`config.mk`:
```
export PLATFORM = sky130hd
export DESIGN_NAME = tep_sequencer
export DESIGN_NICKNAME = d
export VERILOG_FILES = /design/src/rtl/core/tep_pkg.sv /design/src/rtl/core/tep_sequencer.sv
export SDC_FILE = /design/constraint.sdc
export NUM_CORES = 1
export LEC_CHECK = 0
export ABC_AREA = 1
export BUFFER_PORTS_ARGS = -buffer_cell sky130_fd_sc_hd__buf_4
export CORE_MARGIN = 2
export CORE_UTILIZATION = 41
export DETAILED_ROUTE_END_ITERATION = 6
export GPL_ROUTABILITY_DRIVEN = 0
export GPL_TIMING_DRIVEN = 0
export PLACE_DENSITY = 0.74
export SLEW_MARGIN = 30
export SYNTH_ARGS = -nofsm -noshare
export SYNTH_HDL_FRONTEND = slang
export SYNTH_SLANG_ARGS = --single-unit
```
`constraint.sdc`:
```
create_clock -name aclk -period 1.7 [get_ports aclk]
set_input_delay 0.255 -clock aclk [delete_from_list [all_inputs] [get_ports aclk]]
set_output_delay 0.255 -clock aclk [all_outputs]
set_load 0.1 [all_outputs]
```
`src/rtl/core/tep_pkg.sv`:
```
// Package for the timed entry playback core: widths, codes, microcode table.
`default_nettype none
package tep_pkg;

    localparam int DEPTH     = 256;
    localparam int MAX_EMITS = 16;

    localparam int IDX_W    = $clog2(DEPTH);
    localparam int SLOT_W   = IDX_W + 1;
    localparam int ECNT_W   = 9;
    localparam int TIME_W   = 40;
    localparam int NOW_W    = 48;
    localparam int PAY_W    = 64;
    localparam int SCALE_W  = 16;
    localparam int CNT_W    = $clog2(MAX_EMITS + 1);
    localparam int PROD_W   = NOW_W + SCALE_W;
    localparam int FUNC_W   = 2;
    localparam int KIND_W   = 2;
    localparam int CFG_IDX_W  = 2;
    localparam int CFG_DATA_W = 16;

    localparam int S_IDX_LSB  = 0;
    localparam int S_TIME_LSB = S_IDX_LSB + IDX_W;
    localparam int S_PAY_LSB  = S_TIME_LSB + TIME_W;
    localparam int S_NOW_LSB  = S_PAY_LSB + PAY_W;
    localparam int S_FIELD_W  = S_NOW_LSB + NOW_W;
    localparam int S_TDATA_W  = ((S_FIELD_W + 7) / 8) * 8;
    localparam int M_FIELD_W  = IDX_W + PAY_W + CNT_W;
    localparam int M_TDATA_W  = ((M_FIELD_W + 7) / 8) * 8;
    localparam int M_PAD_W    = M_TDATA_W - M_FIELD_W;

    localparam logic [CFG_IDX_W-1:0] CFG_TIME_SCALE  = 2'd0;
    localparam logic [CFG_IDX_W-1:0] CFG_LOOPING     = 2'd1;
    localparam logic [CFG_IDX_W-1:0] CFG_ENTRY_COUNT = 2'd2;
    localparam logic [SCALE_W-1:0]   SCALE_RESET     = 16'd256;

    typedef enum logic [FUNC_W-1:0] {
        FN_LOAD  = 2'd0,
        FN_START = 2'd1,
        FN_STOP  = 2'd2,
        FN_POLL  = 2'd3
    } func_t;

    typedef enum logic [KIND_W-1:0] {
        KD_ENTRY   = 2'd0,
        KD_STARTED = 2'd1,
        KD_REFUSED = 2'd2,
        KD_DONE    = 2'd3
    } kind_t;

    typedef enum logic [3:0] {
        UP_FETCH     = 4'd0,
        UP_LOAD      = 4'd1,
        UP_STOP      = 4'd2,
        UP_START     = 4'd3,
        UP_START_RUN = 4'd4,
        UP_START_GO  = 4'd5,
        UP_POLL      = 4'd6,
        UP_SCALE     = 4'd7,
        UP_SPAN      = 4'd8,
        UP_LOOP      = 4'd9,
        UP_WRAPCHK   = 4'd10,
        UP_TEST      = 4'd11,
        UP_EMIT      = 4'd12,
        UP_DONE      = 4'd13,
        UP_REFUSE    = 4'd14
    } upc_t;

    typedef enum logic [2:0] {
        FL_TRUE    = 3'd0,
        FL_EMPTY   = 3'd1,
        FL_RUNNING = 3'd2,
        FL_IDLE    = 3'd3,
        FL_LIMIT   = 3'd4,
        FL_END     = 3'd5,
        FL_LATE    = 3'd6
    } flag_sel_t;

    typedef struct packed {
        logic      fetch;
        logic      mem_we;
        logic      stop;
        logic      arm;
        logic      calc_elapsed;
        logic      rd_first;
        logic      calc_prod;
        logic      calc_span;
        logic      wrap_or_read;
        logic      emit_entry;
        logic      emit_done;
        logic      emit_refuse;
        flag_sel_t flag;
        upc_t      tgt_t;
        upc_t      tgt_f;
    } ctl_word_t;

    typedef struct packed {
        logic empty;
        logic running;
        logic idle;
        logic limit;
        logic at_end;
        logic late;
        logic out_free;
    } flags_t;

    function automatic upc_t dispatch(func_t f);
        upc_t u;
        unique case (f)
            FN_LOAD:  u = UP_LOAD;
            FN_START: u = UP_START;
            FN_STOP:  u = UP_STOP;
            FN_POLL:  u = UP_POLL;
            default:  u = UP_FETCH;
        endcase
        return u;
    endfunction

    function automatic ctl_word_t ucode(upc_t pc);
        ctl_word_t w;
        w = '0;
        w.flag  = FL_TRUE;
        w.tgt_t = UP_FETCH;
        w.tgt_f = UP_FETCH;
        unique case (pc)
            UP_FETCH:     w.fetch = 1'b1;
            UP_LOAD:      w.mem_we = 1'b1;
            UP_STOP:      w.stop = 1'b1;
            UP_START: begin
                w.flag  = FL_EMPTY;
                w.tgt_t = UP_REFUSE;
                w.tgt_f = UP_START_RUN;
            end
            UP_START_RUN: begin
                w.flag  = FL_RUNNING;
                w.tgt_t = UP_DONE;
                w.tgt_f = UP_START_GO;
            end
            UP_START_GO: begin
                w.arm   = 1'b1;
                w.tgt_t = UP_POLL;
            end
            UP_POLL: begin
                w.calc_elapsed = 1'b1;
                w.rd_first     = 1'b1;
                w.flag         = FL_IDLE;
                w.tgt_t        = UP_DONE;
                w.tgt_f        = UP_SCALE;
            end
            UP_SCALE: begin
                w.calc_prod = 1'b1;
                w.tgt_t     = UP_SPAN;
            end
            UP_SPAN: begin
                w.calc_span = 1'b1;
                w.tgt_t     = UP_LOOP;
            end
            UP_LOOP: begin
                w.flag  = FL_LIMIT;
                w.tgt_t = UP_DONE;
                w.tgt_f = UP_WRAPCHK;
            end
            UP_WRAPCHK: begin
                w.wrap_or_read = 1'b1;
                w.flag         = FL_END;
                w.tgt_t        = UP_LOOP;
                w.tgt_f        = UP_TEST;
            end
            UP_TEST: begin
                w.flag  = FL_LATE;
                w.tgt_t = UP_DONE;
                w.tgt_f = UP_EMIT;
            end
            UP_EMIT: begin
                w.emit_entry = 1'b1;
                w.tgt_t      = UP_LOOP;
            end
            UP_DONE:      w.emit_done = 1'b1;
            UP_REFUSE:    w.emit_refuse = 1'b1;
            default:      w.tgt_t = UP_FETCH;
        endcase
        return w;
    endfunction

endpackage
`default_nettype wire

```
`src/rtl/core/tep_sequencer.sv`:
```
// Microcode step counter: fetches control words and resolves branches.
`default_nettype none
module tep_sequencer (
    input  wire logic                     aclk,
    input  wire logic                     aresetn,
    input  wire logic                     s_tvalid,
    input  wire logic [tep_pkg::FUNC_W-1:0] s_tuser,
    input  wire tep_pkg::flags_t          flags,
    output tep_pkg::ctl_word_t            ctl,
    output logic                          s_tready
);
    import tep_pkg::*;

    upc_t      upc_reg;
    upc_t      upc_next;
    ctl_word_t cw;
    logic      emit;
    logic      stall;
    logic      flag_val;

    assign cw    = ucode(upc_reg);
    assign emit  = cw.emit_entry | cw.emit_done | cw.emit_refuse;
    assign stall = emit & ~flags.out_free;

    always_ff @(posedge aclk) begin
        if (!aresetn) begin
            upc_reg <= UP_FETCH;
        end else begin
            upc_reg <= upc_next;
        end
    end

    always_comb begin
        unique case (cw.flag)
            FL_TRUE:    flag_val = 1'b1;
            FL_EMPTY:   flag_val = flags.empty;
            FL_RUNNING: flag_val = flags.running;
            FL_IDLE:    flag_val = flags.idle;
            FL_LIMIT:   flag_val = flags.limit;
            FL_END:     flag_val = flags.at_end;
            FL_LATE:    flag_val = flags.late;
            default:    flag_val = 1'b1;
        endcase

        priority if (cw.fetch) begin
            upc_next = s_tvalid ? dispatch(func_t'(s_tuser)) : UP_FETCH;
        end else if (stall) begin
            upc_next = upc_reg;
        end else begin
            upc_next = flag_val ? cw.tgt_t : cw.tgt_f;
        end

        ctl = stall ? ctl_word_t'('0) : cw;
    end

    assign s_tready = cw.fetch;

endmodule
`default_nettype wire

```
---- Word-level counts from Yosys, hierarchy flattened ----
Index checks and enable logic that the tools add are counted.
storage, ports and cells
  flip-flop bits (word level) ............. 4
  input bits .............................. 12
  logic and storage cells ................. 54
operators by class
  equality and inequality tests ........... 24
  muxes and demuxes ....................... 21
  bitwise logic cells ..................... 4
  reductions and logical operators ........ 4
operator list
  operator            number
  $eq 4x4->1 const B  7
  $pmux 4 s6          1
  $mux 23             1
  $pmux 4 s5          1
  $pmux 3 s6          1
  $eq 4x3->1 const B  4
  $mux 4              4
  $pmux 4 s4          1
  $mux 1              10
  $eq 3x3->1 const B  3
  $eq 4x2->1 const B  2
  $eq 3x2->1 const B  2
  $pmux 1 s6          1
  $eq 2x2->1 const B  2
  $eq 4x1->1 const B  1
  $logic_not 4->1     1
  $reduce_or 4->1     1
  $eq 3x1->1 const B  1
  $reduce_or 3->1     1
  $eq 2x1->1 const B  1
  $logic_not 2->1     1
  $mux 2              1
  $ne 2x2->1 const B  1
  $or 1x1->1          2
  other kinds (2)     2

---- Depth between registers and ports, before layout ----
  depth in word-level cells ............... 7
  gate-level depth with buffers ........... 11
  depth with buffers taken out ............ 11

---- Worst setup path before layout ----
Ideal clock, no wire load.
  path type ............................... reg2out
  from .................................... register upc_reg[3]
  to ...................................... output ctl[7] in the netlist's numbering
  arrival time ............................ 3.539 ns
  required time ........................... 1.445 ns
  path slack .............................. -2.094 ns
  stages on the path, launching flop included .. 6
  path through ............................ dfxtp_1 -> inv_2 -> nand2_1 -> nor2_1 -> nor2_1 -> a21oi_1
RTL lines
  element                 line                 text
  from (decl)             tep_sequencer.sv:14  upc_t upc_reg;
  from (signal assigned)  tep_sequencer.sv:29  upc_reg <= upc_next;
  to (decl)               tep_sequencer.sv:9   output tep_pkg::ctl_word_t ctl,

==> metrics.md <==
| Metric | Value |
|---|---|
| Failing checks | negative setup slack |
| Sequential fraction of the synthesis area | 14.1% |
| Clock buffer depth | 2 |
| Post-DR wirelength/cell | 22.2 microns |
| Initial Utilization | between 40% and 50% |
| Depth of the most critical reg-to-reg path | 10 |
| Clk slew on worst S/H paths | 50 ps |
| Max FFs per register | 4 |
| Required time worst endpoint | 1440 ps |
| H-tree levels | 1 |
| Hold path depth | 3 |
| YS warnings | 0 |
| Vias in the first global route | 872 |
| WL final | 3750 microns |
| Final core occ | 94.7% |
| Total CTS buffers | 3 |
| Reg2Reg Setup Slack | -10 ps |
| Post-Synth Simple-Gate Area | 56.4% |
| CORE AREA | 0.00130 sq mm |
| Crit path top cell by count | nand2_1 |
| Layout Nets | around 170 |
| Fin. Hold Viols | 0 |
| Pin count of the biggest net entering global routing | 9 |
| Port Buffers | 35 |
| Initial antenna violation count | 0 |
| RR Startpoint | upc_reg[3] |
| Detail Placement HPWL | between 1000 and 1500 microns |
| Clk_lat worst skew | between 200 and 250 ps |
| Synth Area in Adders | 0% |
| DRT Pass-1 Iters | 6 |
| Worst Hold End | upc_reg[2] |
| DIE AREA | 0.00170 sq mm |
| Crit path DAT | 1580 ps |
| Detailed-route via count | 1113 |
| Max Cap Viol | 0 |
| Via density | 6.59 |
| Most frequent cells in the layout | buf_4 (40), nand3_1 (14), inv_1 (11), nand2_1 (11), nor2_4 (10) |
| R2R Path End | upc_reg[1] |
| Area Growth Syn to Fin | 117% |
| Clk root buf | clkbuf_4 |
| Post-route ant nets | 0 |
| Gr usage total | 39.2% |
| Status | finished, violations left |
| Synthesis-stage register bit count | 4 |
| ANT cells | 0 |
| Sink Count | 4 |
| Synth Area in XOR/XNOR | 0% |
| Peak Freq | ~540 MHz |
| # IOs | 36 |
| Critical path type | reg2out |
| Min cycle time layout | 1840 ps |
| Die Span X | approximately 41 microns |
| CP endpoint kind | output port |
| Synthesized area per cell | ~5.5 sq um |
| Cell variety after synth | 22 |
| Drc violations | 0 |
| Most common cell after layout, fill and taps aside | buf_4 |
| Die Ht | between 40 and 50 microns |
| Worst-path cell chain | buf_6, nand2_1, nor3_4, inv_1, nand2_1, clkinvlp_4, buf_8 |
| Clock Skew | 3.87 ps |
| Main combinational cell family by area after synthesis | simple AND/OR/NAND/NOR gates |
| Grt ovf | 0 |
| Hold wc startpoint | aresetn |
| CTS tree | yes |
| Final WS setup | -138 ps |
| Fraction of layout cells with a size suffix above 1 | 64.9% |
| Final clock period utilization by the worst path | 108% |
| Least-Margin Pin Slew | 397 ps |
| Row Count | 13 |
| Complex-gate fraction of the synthesized area | 14.3% |
| Setup-failing EPs final | 8 |
| Setup crit start kind | register |
| CP Max Fanout | 6 |
| First-pass GRT wire length | 4220 microns |
| Syn_nets | 116 |
| Slowest CP cell | dfxtp_4 |
| Starting DRT DRC Count | approximately 110 |
| Final Slew Violations | 0 |
| Cells after synthesis | 104 |
| Worst stage delay on the critical path | approximately 350 ps |
| Cell Area, Synth | 568 sq um |
| Max_slew headroom | 73.5% |
| Post-Place Worst Slack | -194 ps |
| Setup repair after global routing missed its margin | true |
| Min-delay worst type | in2reg |
| Hold_ws | 276 ps |
| Post-synthesis mux area share | 0% |
worst max-delay path, delay by kind of cell, from the launching register on:
family / cells / cell delay, ps
and+or+nand+nor: 3 / 450
DFF: 1 / 350
buffers and inverters: 4 / 540
repair_timing:
item | in CTS | in global routing
resized for setup | 29 | 13
hold buffers | 0 | 0
setup endpoints to repair | 9 | 17
pin swaps | 8 | 2
buffers inserted | 12 | 0
stage by stage:
stage | instance area [sq um] | TNS (ps) | std cells
global placement | 970 | -351 | 154
CTS | 1190 | -22.8 | 169
global route | 1230 | -1020 | 169
finish | 1230 | -468 | 169
floorplan | 688 | -3650 | 104
detailed placement | 970 | -360 | 154
cell type report:
type | count | area [sq um]
multi-input combinational | 79 | 574
sequential | 4 | 95.1
buffer | 2 | 18.8
clock buffer | 3 | 22.5
inverter | 19 | 86.3
fill | 37 | 68.8
timing repair buffer | 47 | 417
tap | 15 | 18.8
cells by family (layout without fill, tap and decap cells):
logic type	Yosys count	in the layout
and+or+nand+nor	66	66
DFF	4	4
AOI/OAI and AO/OA	13	13
buffers and inverters	21	71
worst max-delay path by stage:
stage                    start       to  cells after the start  slack (ps)
global route        upc_reg[3]   ctl[7]                      6        -160
floorplan           upc_reg[1]  ctl[11]                      2        -410
CTS                 upc_reg[1]   ctl[7]                      7         -10
detailed placement  upc_reg[2]   ctl[7]                      7        -190
global placement    upc_reg[2]   ctl[7]                      7        -190
finish              upc_reg[2]   ctl[4]                      7        -140
synthesized netlist by cell type:
| cell | instances | area [sq um] |
|---|---|---|
| inv_1 | 16 | 60.1 |
| inv_2 | 3 | 11.3 |
| a21oi_1 | 3 | 15.0 |
| o21ai_0 | 4 | 20.0 |
| nand2_2 | 3 | 18.8 |
| o211ai_1 | 1 | 7.51 |
| o21ai_2 | 1 | 8.76 |
| nor3_4 | 1 | 16.3 |
| a22oi_1 | 1 | 7.51 |
| nand3_2 | 2 | 20.0 |
| a21boi_1 | 1 | 7.51 |
| nor2_1 | 22 | 82.6 |
| nor2_2 | 4 | 25.0 |
| buf_4 | 2 | 15.0 |
| or2_2 | 1 | 6.26 |
| nand2_4 | 1 | 11.3 |
| and3_1 | 1 | 6.26 |
| a31oi_1 | 1 | 6.26 |
| a21oi_2 | 1 | 8.76 |
| nand2_1 | 17 | 63.8 |
| dfxtp_1 | 4 | 80.1 |
| nand3_1 | 14 | 70.1 |
layer usage:
metal	up-vias	wire [microns]	track usage [%]
li1	432	-	-
met1	481	1180	41.2
met2	142	1690	61.7
met3	58	469	16.3
met4	0	407	29.0
met5	-	0	0
Power is not shown: default switching activity piles up to over one toggle a cycle in this logic, so the estimate is an artifact.
